[src/rtl/core/vhw_pkg.sv]
// Shared types, constants and helper functions for the VHW water speed sentence parser.
package vhw_pkg;

  // Default values for the top-level parameters.
  localparam int MAX_FIELDS_DEF  = 15;
  localparam int MIN_FIELDS_DEF  = 7;
  localparam int SPEED_WIDTH_DEF = 24;

  // Fixed widths and sizes.
  localparam int FIELD_W     = 4;
  localparam int PREFIX_LEN  = 6;
  localparam int POS_W       = 3;
  localparam int QUEUE_DEPTH = 2;

  // Field numbers with a meaning of their own.
  localparam logic [FIELD_W-1:0] FLD_KNOTS      = 4'd5;
  localparam logic [FIELD_W-1:0] FLD_KNOTS_UNIT = 4'd6;
  localparam logic [FIELD_W-1:0] FLD_KMH        = 4'd7;
  localparam logic [FIELD_W-1:0] FLD_KMH_UNIT   = 4'd8;

  // Character codes.
  localparam logic [7:0] CH_STAR  = 8'h2A;
  localparam logic [7:0] CH_COMMA = 8'h2C;
  localparam logic [7:0] CH_DOT   = 8'h2E;
  localparam logic [7:0] CH_PLUS  = 8'h2B;
  localparam logic [7:0] CH_MINUS = 8'h2D;
  localparam logic [7:0] CH_SPACE = 8'h20;
  localparam logic [7:0] CH_ZERO  = 8'h30;
  localparam logic [7:0] CH_NINE  = 8'h39;
  localparam logic [7:0] CH_TAB   = 8'h09;
  localparam logic [7:0] CH_CR    = 8'h0D;

  // Byte classes produced by the front end.
  typedef enum logic [2:0] {
    CLS_DIGIT,
    CLS_DOT,
    CLS_PLUS,
    CLS_MINUS,
    CLS_SPACE,
    CLS_COMMA,
    CLS_STAR,
    CLS_OTHER
  } char_class_t;

  // Number parsing phase, one-hot.
  typedef enum logic [3:0] {
    PH_START = 4'b0001,
    PH_INT   = 4'b0010,
    PH_FRAC  = 4'b0100,
    PH_STOP  = 4'b1000
  } num_phase_t;

  // One classified byte as it travels through the queue.
  typedef struct packed {
    logic [7:0]  ch;
    char_class_t cls;
    logic        eos;
    logic        prefix_ok;
  } byte_item_t;

  // Expected sentence prefix "$VWVHW".
  function automatic logic [7:0] prefix_char(input logic [POS_W-1:0] idx);
    logic [7:0] c;
    unique case (idx)
      3'd0:    c = 8'h24;
      3'd1:    c = 8'h56;
      3'd2:    c = 8'h57;
      3'd3:    c = 8'h56;
      3'd4:    c = 8'h48;
      3'd5:    c = 8'h57;
      default: c = 8'h00;
    endcase
    return c;
  endfunction

endpackage

[src/rtl/core/nmea_vhw_water_speed_parser_unit.sv]
// Top level of the VHW water speed sentence parser.
//
//  Channel  | Handshake          | Payload
//  ---------+--------------------+-------------------------------------------------
//  in       | in_valid/in_ready  | in_char_in, in_end_of_sentence
//  out      | out_valid/out_ready| out_sentence_ok, out_speed_knots, out_knots_unit,
//           |                    | out_speed_kmh, out_kmh_unit
//
// One byte per cycle while the queue has room: each digit needs one scale and saturating add.
// A result is valid in the cycle after the back end takes the final byte of a sentence from the queue.
// A two-entry queue separates the classifying front end from the parsing back end.
// A held result stops a final byte at the queue head; one more byte is taken,
// then the input stalls until the result is taken.
// Reset is synchronous and active low.
module nmea_vhw_water_speed_parser_unit import vhw_pkg::*; #(
  parameter int MAX_FIELDS  = MAX_FIELDS_DEF,
  parameter int MIN_FIELDS  = MIN_FIELDS_DEF,
  parameter int SPEED_WIDTH = SPEED_WIDTH_DEF
) (
  input  logic                          clk,
  input  logic                          rst_n,
  input  logic                          in_valid,
  output logic                          in_ready,
  input  logic [7:0]                    in_char_in,
  input  logic                          in_end_of_sentence,
  output logic                          out_valid,
  input  logic                          out_ready,
  output logic                          out_sentence_ok,
  output logic signed [SPEED_WIDTH-1:0] out_speed_knots,
  output logic [7:0]                    out_knots_unit,
  output logic signed [SPEED_WIDTH-1:0] out_speed_kmh,
  output logic [7:0]                    out_kmh_unit
);

  logic       q_full;
  logic       push;
  byte_item_t push_item;
  logic       pop;
  logic       head_valid;
  byte_item_t head_item;

  // Byte classification and prefix check.
  vhw_front u_front (
    .clk                (clk),
    .rst_n              (rst_n),
    .in_valid           (in_valid),
    .in_ready           (in_ready),
    .in_char_in         (in_char_in),
    .in_end_of_sentence (in_end_of_sentence),
    .q_full             (q_full),
    .push               (push),
    .push_item          (push_item)
  );

  // Decoupling queue.
  vhw_queue u_queue (
    .clk        (clk),
    .rst_n      (rst_n),
    .push       (push),
    .push_item  (push_item),
    .full       (q_full),
    .pop        (pop),
    .head_valid (head_valid),
    .head_item  (head_item)
  );

  // Field parsing and result register.
  vhw_back #(
    .MAX_FIELDS  (MAX_FIELDS),
    .MIN_FIELDS  (MIN_FIELDS),
    .SPEED_WIDTH (SPEED_WIDTH)
  ) u_back (
    .clk             (clk),
    .rst_n           (rst_n),
    .head_valid      (head_valid),
    .head_item       (head_item),
    .pop             (pop),
    .out_valid       (out_valid),
    .out_ready       (out_ready),
    .out_sentence_ok (out_sentence_ok),
    .out_speed_knots (out_speed_knots),
    .out_knots_unit  (out_knots_unit),
    .out_speed_kmh   (out_speed_kmh),
    .out_kmh_unit    (out_kmh_unit)
  );

endmodule

[src/rtl/core/vhw_front.sv]
// Front end: accepts bytes, classifies them and tracks the sentence prefix.
module vhw_front import vhw_pkg::*; (
  input  logic       clk,
  input  logic       rst_n,
  input  logic       in_valid,
  output logic       in_ready,
  input  logic [7:0] in_char_in,
  input  logic       in_end_of_sentence,
  input  logic       q_full,
  output logic       push,
  output byte_item_t push_item
);

  logic [POS_W-1:0] pos_r, pos_nxt;
  logic             fail_r, fail_nxt;
  char_class_t      cls;

  // A transfer happens whenever the queue has room.
  assign in_ready = !q_full;
  assign push     = in_valid && in_ready;

  // Classify the incoming byte.
  always_comb begin
    if (in_char_in >= CH_ZERO && in_char_in <= CH_NINE) begin
      cls = CLS_DIGIT;
    end else if (in_char_in == CH_DOT) begin
      cls = CLS_DOT;
    end else if (in_char_in == CH_PLUS) begin
      cls = CLS_PLUS;
    end else if (in_char_in == CH_MINUS) begin
      cls = CLS_MINUS;
    end else if (in_char_in == CH_SPACE || (in_char_in >= CH_TAB && in_char_in <= CH_CR)) begin
      cls = CLS_SPACE;
    end else if (in_char_in == CH_COMMA) begin
      cls = CLS_COMMA;
    end else if (in_char_in == CH_STAR) begin
      cls = CLS_STAR;
    end else begin
      cls = CLS_OTHER;
    end
  end

  // Compare the first six bytes of each sentence with the expected prefix.
  always_comb begin
    pos_nxt  = pos_r;
    fail_nxt = fail_r;
    if (pos_r < POS_W'(PREFIX_LEN)) begin
      if (in_char_in != prefix_char(pos_r)) begin
        fail_nxt = 1'b1;
      end
      pos_nxt = pos_r + POS_W'(1);
    end
  end

  // Queue entry for the back end.
  always_comb begin
    push_item.ch        = in_char_in;
    push_item.cls       = cls;
    push_item.eos       = in_end_of_sentence;
    push_item.prefix_ok = !fail_nxt && (pos_nxt == POS_W'(PREFIX_LEN));
  end

  // Prefix tracking restarts after the last byte of a sentence.
  always_ff @(posedge clk) begin
    if (!rst_n) begin
      pos_r  <= '0;
      fail_r <= 1'b0;
    end else if (push) begin
      if (in_end_of_sentence) begin
        pos_r  <= '0;
        fail_r <= 1'b0;
      end else begin
        pos_r  <= pos_nxt;
        fail_r <= fail_nxt;
      end
    end
  end

endmodule

[src/rtl/core/vhw_queue.sv]
// Short queue of classified bytes between the front end and the back end.
module vhw_queue import vhw_pkg::*; (
  input  logic       clk,
  input  logic       rst_n,
  input  logic       push,
  input  byte_item_t push_item,
  output logic       full,
  input  logic       pop,
  output logic       head_valid,
  output byte_item_t head_item
);

  localparam int PTR_W = (QUEUE_DEPTH > 1) ? $clog2(QUEUE_DEPTH) : 1;
  localparam int CNT_W = $clog2(QUEUE_DEPTH + 1);

  byte_item_t       mem_r [QUEUE_DEPTH];
  logic [PTR_W-1:0] wr_ptr_r, rd_ptr_r;
  logic [CNT_W-1:0] count_r;

  assign full       = (count_r == CNT_W'(QUEUE_DEPTH));
  assign head_valid = (count_r != '0);
  assign head_item  = mem_r[rd_ptr_r];

  // Entry storage.
  always_ff @(posedge clk) begin
    if (push) begin
      mem_r[wr_ptr_r] <= push_item;
    end
  end

  // Pointers and fill count.
  always_ff @(posedge clk) begin
    if (!rst_n) begin
      wr_ptr_r <= '0;
      rd_ptr_r <= '0;
      count_r  <= '0;
    end else begin
      if (push) begin
        wr_ptr_r <= (wr_ptr_r == PTR_W'(QUEUE_DEPTH - 1)) ? '0 : wr_ptr_r + PTR_W'(1);
      end
      if (pop) begin
        rd_ptr_r <= (rd_ptr_r == PTR_W'(QUEUE_DEPTH - 1)) ? '0 : rd_ptr_r + PTR_W'(1);
      end
      if (push && !pop) begin
        count_r <= count_r + CNT_W'(1);
      end else if (pop && !push) begin
        count_r <= count_r - CNT_W'(1);
      end
    end
  end

endmodule

[src/rtl/core/vhw_back.sv]
// Back end: field splitting, number parsing and the result register.
module vhw_back import vhw_pkg::*; #(
  parameter int MAX_FIELDS  = MAX_FIELDS_DEF,
  parameter int MIN_FIELDS  = MIN_FIELDS_DEF,
  parameter int SPEED_WIDTH = SPEED_WIDTH_DEF
) (
  input  logic                          clk,
  input  logic                          rst_n,
  input  logic                          head_valid,
  input  byte_item_t                    head_item,
  output logic                          pop,
  output logic                          out_valid,
  input  logic                          out_ready,
  output logic                          out_sentence_ok,
  output logic signed [SPEED_WIDTH-1:0] out_speed_knots,
  output logic [7:0]                    out_knots_unit,
  output logic signed [SPEED_WIDTH-1:0] out_speed_kmh,
  output logic [7:0]                    out_kmh_unit
);

  localparam int SW    = SPEED_WIDTH;
  localparam int SUM_W = SPEED_WIDTH + 4;
  localparam logic [SW-1:0]      MAG_LIMIT  = {1'b1, {(SW-1){1'b0}}};
  localparam logic [SW-1:0]      MAX_POS    = {1'b0, {(SW-1){1'b1}}};
  localparam logic [FIELD_W-1:0] LAST_FIELD = FIELD_W'(MAX_FIELDS - 1);

  // Parse state.
  logic               after_ast_r, after_ast_nxt;
  logic [FIELD_W-1:0] field_r, field_nxt;
  logic [SW-1:0]      knots_r, knots_nxt;
  logic [SW-1:0]      kmh_r, kmh_nxt;
  num_phase_t         phase_r, phase_nxt;
  logic               neg_r, neg_nxt;
  logic [1:0]         frac_r, frac_nxt;
  logic [7:0]         kunit_r, kunit_nxt;
  logic [7:0]         munit_r, munit_nxt;

  // Result register.
  logic               out_valid_r;
  logic               out_ok_r;
  logic [SW-1:0]      out_knots_r, out_kmh_r;
  logic [7:0]         out_kunit_r, out_munit_r;
  logic               out_kconv_r, out_mconv_r, out_neg_r;

  logic               early;
  logic               num_field;
  logic [SW-1:0]      acc;
  logic [3:0]         digit;
  logic [SUM_W-1:0]   scaled, addend, sum;
  logic [SW-1:0]      acc_sat;
  logic               digit_takes;
  logic               take_eos;
  logic               sent_ok;

  // Magnitude to two's complement, positive values clamped.
  function automatic logic [SW-1:0] to_signed_word(input logic [SW-1:0] mag, input logic neg);
    logic [SW-1:0] w;
    if (neg) begin
      w = '0 - mag;
    end else begin
      w = (mag > MAX_POS) ? MAX_POS : mag;
    end
    return w;
  endfunction

  // A final byte waits for the result register to be free.
  assign pop      = head_valid && (!head_item.eos || !out_valid_r || out_ready);
  assign take_eos = pop && head_item.eos;

  // Shared multiply-by-ten and saturating add for both speed fields.
  assign early       = (phase_r == PH_START) || (phase_r == PH_INT);
  assign num_field   = (field_r == FLD_KNOTS) || (field_r == FLD_KMH);
  assign acc         = (field_r == FLD_KNOTS) ? knots_r : kmh_r;
  assign digit       = head_item.ch[3:0];
  assign scaled      = early ? (SUM_W'(acc) * SUM_W'(10)) : SUM_W'(acc);
  assign addend      = early ? (SUM_W'(digit) * SUM_W'(100)) :
                       (frac_r == 2'd0) ? (SUM_W'(digit) * SUM_W'(10)) : SUM_W'(digit);
  assign sum         = scaled + addend;
  assign acc_sat     = (sum > SUM_W'(MAG_LIMIT)) ? MAG_LIMIT : sum[SW-1:0];
  assign digit_takes = early || (phase_r == PH_FRAC && frac_r != 2'd2);

  // Next parse state for the byte at the head of the queue.
  always_comb begin
    after_ast_nxt = after_ast_r;
    field_nxt     = field_r;
    knots_nxt     = knots_r;
    kmh_nxt       = kmh_r;
    phase_nxt     = phase_r;
    neg_nxt       = neg_r;
    frac_nxt      = frac_r;
    kunit_nxt     = kunit_r;
    munit_nxt     = munit_r;
    if (pop && !after_ast_r) begin
      if (head_item.cls == CLS_STAR ||
          (head_item.cls == CLS_COMMA && field_r != LAST_FIELD)) begin
        // Close the open field.
        if (field_r == FLD_KNOTS) begin
          knots_nxt = to_signed_word(knots_r, neg_r);
        end else if (field_r == FLD_KMH) begin
          kmh_nxt = to_signed_word(kmh_r, neg_r);
        end
        if (head_item.cls == CLS_STAR) begin
          after_ast_nxt = 1'b1;
        end else begin
          field_nxt = field_r + FIELD_W'(1);
          phase_nxt = PH_START;
          neg_nxt   = 1'b0;
          frac_nxt  = 2'd0;
        end
      end else if (num_field) begin
        // Number syntax inside a speed field.
        if (phase_r != PH_STOP) begin
          case (head_item.cls) inside
            CLS_DIGIT: begin
              if (digit_takes) begin
                if (field_r == FLD_KNOTS) begin
                  knots_nxt = acc_sat;
                end else begin
                  kmh_nxt = acc_sat;
                end
                if (early) begin
                  phase_nxt = PH_INT;
                end else begin
                  frac_nxt = frac_r + 2'd1;
                end
              end
            end
            CLS_DOT: begin
              phase_nxt = early ? PH_FRAC : PH_STOP;
            end
            CLS_PLUS, CLS_MINUS: begin
              if (phase_r == PH_START) begin
                neg_nxt   = (head_item.cls == CLS_MINUS);
                phase_nxt = PH_INT;
              end else begin
                phase_nxt = PH_STOP;
              end
            end
            CLS_SPACE: begin
              if (phase_r != PH_START) begin
                phase_nxt = PH_STOP;
              end
            end
            default: begin
              phase_nxt = PH_STOP;
            end
          endcase
        end
      end else if (field_r == FLD_KNOTS_UNIT || field_r == FLD_KMH_UNIT) begin
        // Unit fields keep their first byte.
        if (phase_r == PH_START) begin
          if (field_r == FLD_KNOTS_UNIT) begin
            kunit_nxt = head_item.ch;
          end else begin
            munit_nxt = head_item.ch;
          end
          phase_nxt = PH_STOP;
        end
      end
    end
  end

  assign sent_ok = head_item.prefix_ok &&
                   ((5'(field_nxt) + 5'd1) >= 5'(MIN_FIELDS));

  // Parse state registers; everything restarts after a final byte.
  always_ff @(posedge clk) begin
    if (!rst_n || take_eos) begin
      after_ast_r <= 1'b0;
      field_r     <= '0;
      knots_r     <= '0;
      kmh_r       <= '0;
      phase_r     <= PH_START;
      neg_r       <= 1'b0;
      frac_r      <= 2'd0;
      kunit_r     <= CH_SPACE;
      munit_r     <= CH_SPACE;
    end else begin
      after_ast_r <= after_ast_nxt;
      field_r     <= field_nxt;
      knots_r     <= knots_nxt;
      kmh_r       <= kmh_nxt;
      phase_r     <= phase_nxt;
      neg_r       <= neg_nxt;
      frac_r      <= frac_nxt;
      kunit_r     <= kunit_nxt;
      munit_r     <= munit_nxt;
    end
  end

  // Result valid flag.
  always_ff @(posedge clk) begin
    if (!rst_n) begin
      out_valid_r <= 1'b0;
    end else if (take_eos) begin
      out_valid_r <= 1'b1;
    end else if (out_ready) begin
      out_valid_r <= 1'b0;
    end
  end

  // Result payload; a still open speed field is converted on the way out.
  always_ff @(posedge clk) begin
    if (take_eos) begin
      out_ok_r    <= sent_ok;
      out_knots_r <= sent_ok ? knots_nxt : '0;
      out_kmh_r   <= sent_ok ? kmh_nxt : '0;
      out_kunit_r <= sent_ok ? kunit_nxt : CH_SPACE;
      out_munit_r <= sent_ok ? munit_nxt : CH_SPACE;
      out_kconv_r <= sent_ok && !after_ast_nxt && (field_nxt == FLD_KNOTS);
      out_mconv_r <= sent_ok && !after_ast_nxt && (field_nxt == FLD_KMH);
      out_neg_r   <= neg_nxt;
    end
  end

  assign out_valid       = out_valid_r;
  assign out_sentence_ok = out_ok_r;
  assign out_speed_knots = out_kconv_r ? to_signed_word(out_knots_r, out_neg_r) : out_knots_r;
  assign out_speed_kmh   = out_mconv_r ? to_signed_word(out_kmh_r, out_neg_r) : out_kmh_r;
  assign out_knots_unit  = out_kunit_r;
  assign out_kmh_unit    = out_munit_r;

  // The field counter never passes the last field.
  a_field_range: assert property (@(posedge clk) disable iff (!rst_n)
    field_r <= LAST_FIELD)
    else $error("field counter beyond last field");

  // A final byte is never taken while an untaken result is held.
  a_no_overwrite: assert property (@(posedge clk) disable iff (!rst_n)
    !(take_eos && out_valid_r && !out_ready))
    else $error("result overwritten");

  // After a final byte the parse state is back at its start.
  a_restart: assert property (@(posedge clk) disable iff (!rst_n)
    take_eos |=> (field_r == '0 && !after_ast_r && phase_r == PH_START && out_valid_r))
    else $error("parse state not restarted after final byte");

  // A rejected sentence carries zero speeds.
  a_reject_zero: assert property (@(posedge clk) disable iff (!rst_n)
    (out_valid_r && !out_ok_r) |-> (out_knots_r == '0 && out_kmh_r == '0))
    else $error("rejected sentence with nonzero speed");

endmodule
[config.mk]
export PLATFORM = sky130hd
export DESIGN_NAME = nmea_vhw_water_speed_parser_unit
export DESIGN_NICKNAME = d
export VERILOG_FILES = /design/src/rtl/core/vhw_pkg.sv /design/src/rtl/core/nmea_vhw_water_speed_parser_unit.sv /design/src/rtl/core/vhw_front.sv /design/src/rtl/core/vhw_queue.sv /design/src/rtl/core/vhw_back.sv
export SDC_FILE = /design/constraint.sdc
export NUM_CORES = 1
export LEC_CHECK = 0
export BUFFER_PORTS_ARGS = -buffer_cell sky130_fd_sc_hd__buf_2
export CORE_MARGIN = 1.5
export CORE_UTILIZATION = 45
export DETAILED_ROUTE_END_ITERATION = 8
export PLACE_DENSITY = 0.75
export SYNTH_ARGS = -nofsm -noshare
export SYNTH_HDL_FRONTEND = slang
export SYNTH_SLANG_ARGS = --single-unit
export TNS_END_PERCENT = 5
[constraint.sdc]
create_clock -name clk -period 6.2 [get_ports clk]
set_input_delay 0.62 -clock clk [delete_from_list [all_inputs] [get_ports clk]]
set_output_delay 0.62 -clock clk [all_outputs]
set_load 0.005 [all_outputs]
==> reports/metrics.cfg <==
[outcome]
status = complete, but fails checks
violations = DRC

[synth]
syn_area_per_cell_um2 = 7.65
synth.cells.most_frequent = nor2_1, a21oi_1, nand2_1
synth_top_flop_cell = edfxtp_1
synthXorXnorAreaFrac_pct = 4.42
ys_warn_count = 0
yosys.area.top_type = edfxtp_1
synth_compound_area_share_pct = 25.1
synth_seq_area_share_pct = 30.6
synth_cell_types = 80
synth-simple-area-share_pct = 23.8
synth_top_area_share_pct = 19.0
synthTopCellsByArea = edfxtp_1, dfxtp_1, a21oi_1
synth-edff-count = 94
synth_area_mm2 = 0.0149
syn_inst = 1943
async_reset_ff_share_pct = 0
synth_seq_cells = 180
muxShareOfSynthArea_pct = 4.32
synth_top_family_by_area = compound AO/OA/AOI/OAI gates
yosys.cell_count.top_type = nor2_1
syn-num-nets = 2036
synthAdderAreaFrac_pct = 6.93

[sta]
slew_violations = 0
setup_viol = 0
max_freq_mhz = 165
worstMarginPinSlew_ns = 1.27
relSlewSlack_pct = 15.3
finClkSkew_ns = 0.0126
setup_tns_ns = 0
fin_crit_sh_pct = 97.9
hold_viol = 0
min_period_ns = 6.07

[placement]
port_buffers = 79
gp_congestion = 0.991
dpl.hpwl_um = 34900
dp_cells = 2406

[clock_network]
path_clk_slew_ns = 0.08
clock_latency_ns = 0.45
cts_hold_buf = 0
cts_tree = built
cts-root-buf = clkbuf_16
cts_htree_levels = 4
clock-sinks = 180
cts_buffer_depth = 2
cts_buffers = 17

[power_and_ir_drop]
comb_power_share_pct = 61.0
cellPowerDensity_mw_per_mm2 = 449
p_seq_share_pct = 24.0
vdd_drop_max_v = 0.000386
p_clk_share_pct = 15.0
switching_share_pct = 50.2
p_int_mw = 3.78
p_leak_nw = 6.60
p_sw_mw = 3.82

[setup_path]
crit_fanout = 28
endpoint_kind = flip-flop
worst-r2r-cell-count = 24
cp_slowest_stage_delay_ns = 0.56
reg2reg_from = u_back.field_r[1]
r2r_setup_slack_ns = 0.13
critical_path.cell_chain = inv_1 -> ha_1 -> buf_4 -> and3b_2 -> buf_12 -> nand2_1 -> a21boi_0 -> inv_1 -> ha_1 -> ha_1 -> and4_1 -> a22o_1 -> or4_1 -> a31oi_1 -> buf_4 -> a211oi_1 -> nand4_1 -> xor2_1 -> o41ai_4 -> buf_6 -> buf_4 -> clkbuf_16 -> a41oi_1 -> nor2_1
required_ns = 6.40
cpMaxStageDelayCell = or4_1
r2r_end = u_back.out_kmh_r[2]
worst_ep_arrival_time_ns = 6.26
crit_type = reg -> reg
cp_top_family = compound AO/OA/AOI/OAI gates
cp-start-kind = flip-flop
critPathBufInv = 8
crit_start = u_back.field_r[1]

[floorplanning]
die_w_um = 185
die_area_mm2 = 0.0341
io_pins = 80
start_util_pct = 45.7
rows = 66
core_area_mm2 = 0.0325
fp.dieH_um = 185

[cells_and_area]
nets = 2093
fin_cells = 2455
syn_to_final_growth_pct = 13.9
antenna_cells = 0
drive_gt1_share_pct = 13.1

[hold_path]
hold_start = in_char_in[7]
worstHoldPathType = in -> reg
worstHoldEndpoint = u_queue.mem_r[1][12]
holdPathStages = 1

[global_routing]
gr-total-overflow = 0
grt_pass1_vias = 14540
grt_usage_pct = 28.8
grt_antenna_before_repair = 1
grt_max_degree = 50
grt_pass1_wl_um = 77500

[detailed_routing]
vias_per_cell = 6.49
via_count = 15935
wire_per_inst_um = 20.6
antenna_left = 0
drc = 3
dr.pass1.iters = 9
drt_iter0_markers = 2412
drt_wl_total_um = 50600

[job]
max-cap-violations = 0

-- logic make-up after synthesis --
kind of cell    after synthesis
mux                          62
buf+inv                     187
xor+xnor                     75
flops                       180
simple gates                757
compound gates              602
fa+ha+maj                    80
-- routing by layer --
| metal | global-route usage (%) | share of wire, % | wire (µm) | vias up |
|---|---|---|---|---|
| met5 | 0 | 0.026 | 13 | - |
| met4 | 16.7 | 6.6 | 3340 | 2 |
| met3 | 6.44 | 11 | 5590 | 235 |
| met2 | 45.5 | 44 | 22200 | 1004 |
| met1 | 36.1 | 38 | 19400 | 7396 |
| li1 | - | - | - | 7298 |
-- repair_timing --
action / CTS / global route
gates resized for setup: 2 / 27
setup buffers: 2 / 10
pin swaps: 2 / 14
cloned: 1 / 4
endpoints found under the setup margin: 40 / 92
-- layout by cell type, fill, tap and decap left out, types with 6 or more instances in the layout --
master and count:
a41oi_1 13, nand2b_1 12, mux2_2 14, buf_2 79, inv_1 57, clkbuf_16 20, xor2_1 33, o31ai_1 12
buf_4 78, xnor2_1 41, a21boi_0 6, nand3_1 65, dfxtp_1 86, mux2i_1 41, nand3b_1 10, edfxtp_1 94
o21ai_0 123, a21o_1 25, a21oi_1 204, nor3_1 88, o32ai_1 11, a211oi_1 18, o21a_1 18, or3_1 20
ha_1 74, o211ai_1 18, a31oi_1 60, and3_1 7, and2_1 17, or4_1 11, nor2_1 263, inv_8 7
nor3b_1 7, a211o_1 9, nor4_1 24, nand4_1 29, o22ai_1 18, nand2_1 170
-- power by group through the flow --
stage / clock network, mW / logic, mW / registers (mW)
6_report: 1.14 / 4.64 / 1.82
4_1_cts: 1.14 / 4.34 / 1.80
3_3_place_gp: 0 / 4.19 / 1.81
2_1_floorplan: 0 / 2.90 / 1.67
3_5_place_dp: 0 / 4.30 / 1.82
5_1_grt: 1.18 / 4.98 / 1.84
-- worst max-delay path by stage --
stage	endpoint	slack, ns	cells after the start
6_report	u_back.out_kmh_r[2]	0.13	24
5_1_grt	u_back.knots_r[2]	-0.16	25
4_1_cts	u_back.out_knots_r[13]	0.002	26
3_5_place_dp	u_back.out_knots_r[13]	-0.25	24
3_3_place_gp	u_back.out_knots_r[13]	-0.003	25
2_1_floorplan	u_back.out_knots_r[13]	0.008	26
-- area by class of cell --
class                      instances  area, µm²
fill                            3098      15600
multi-input combinational       1576       9820
sequential                       180       4540
timing repair buffer             168       1200
tap                              442        553
clock buffer                      17        425
inverter                          57        214
clock inverter                    15        178
-- sequential cells by signal, indices dropped and copies added (netlist names), 2 cells and up, named ones only --
signal                 flops
u_back.kunit_r             8
u_front.pos_r              3
u_back.field_r             4
u_queue.count_r            2
u_back.munit_r             8
u_queue.mem_r             26
u_back.knots_r            24
u_back.out_kmh_r          24
u_back.phase_r             4
u_back.kmh_r              24
u_back.out_knots_unit      8
u_back.frac_r              2
u_back.out_kmh_unit        8
u_back.out_knots_r        24
-- per-stage QoR --
stage | setup slack (ns) | instance area [µm²] | power, mW | hold WS (ns) | utilization [%]
2_1_floorplan | 0.00768 | 14900 | 4.57 | 0.440 | -
3_3_place_gp | -0.00274 | 16000 | 6.00 | 0.451 | 49.2
3_5_place_dp | -0.247 | 16000 | 6.12 | 0.457 | 49.2
4_1_cts | 0.00234 | 16700 | 7.27 | 0.407 | 51.2
5_1_grt | -0.155 | 16900 | 8.01 | 0.414 | 52.0
6_report | 0.133 | 16900 | 7.60 | 0.417 | 52.0
-- worst register-to-register path, stage by stage (launching register included) --
cell,delay (ns)
dfxtp_1,0.33
inv_1,0.06
ha_1,0.19
buf_4,0.15
and3b_2,0.26
buf_12,0.18
nand2_1,0.11
a21boi_0,0.52
inv_1,0.15
ha_1,0.33
ha_1,0.40
and4_1,0.26
a22o_1,0.25
or4_1,0.56
a31oi_1,0.30
buf_4,0.19
a211oi_1,0.05
nand4_1,0.12
xor2_1,0.40
o41ai_4,0.16
buf_6,0.17
buf_4,0.16
clkbuf_16,0.18
a41oi_1,0.25
nor2_1,0.08
(Power assumes the default switching activity.)
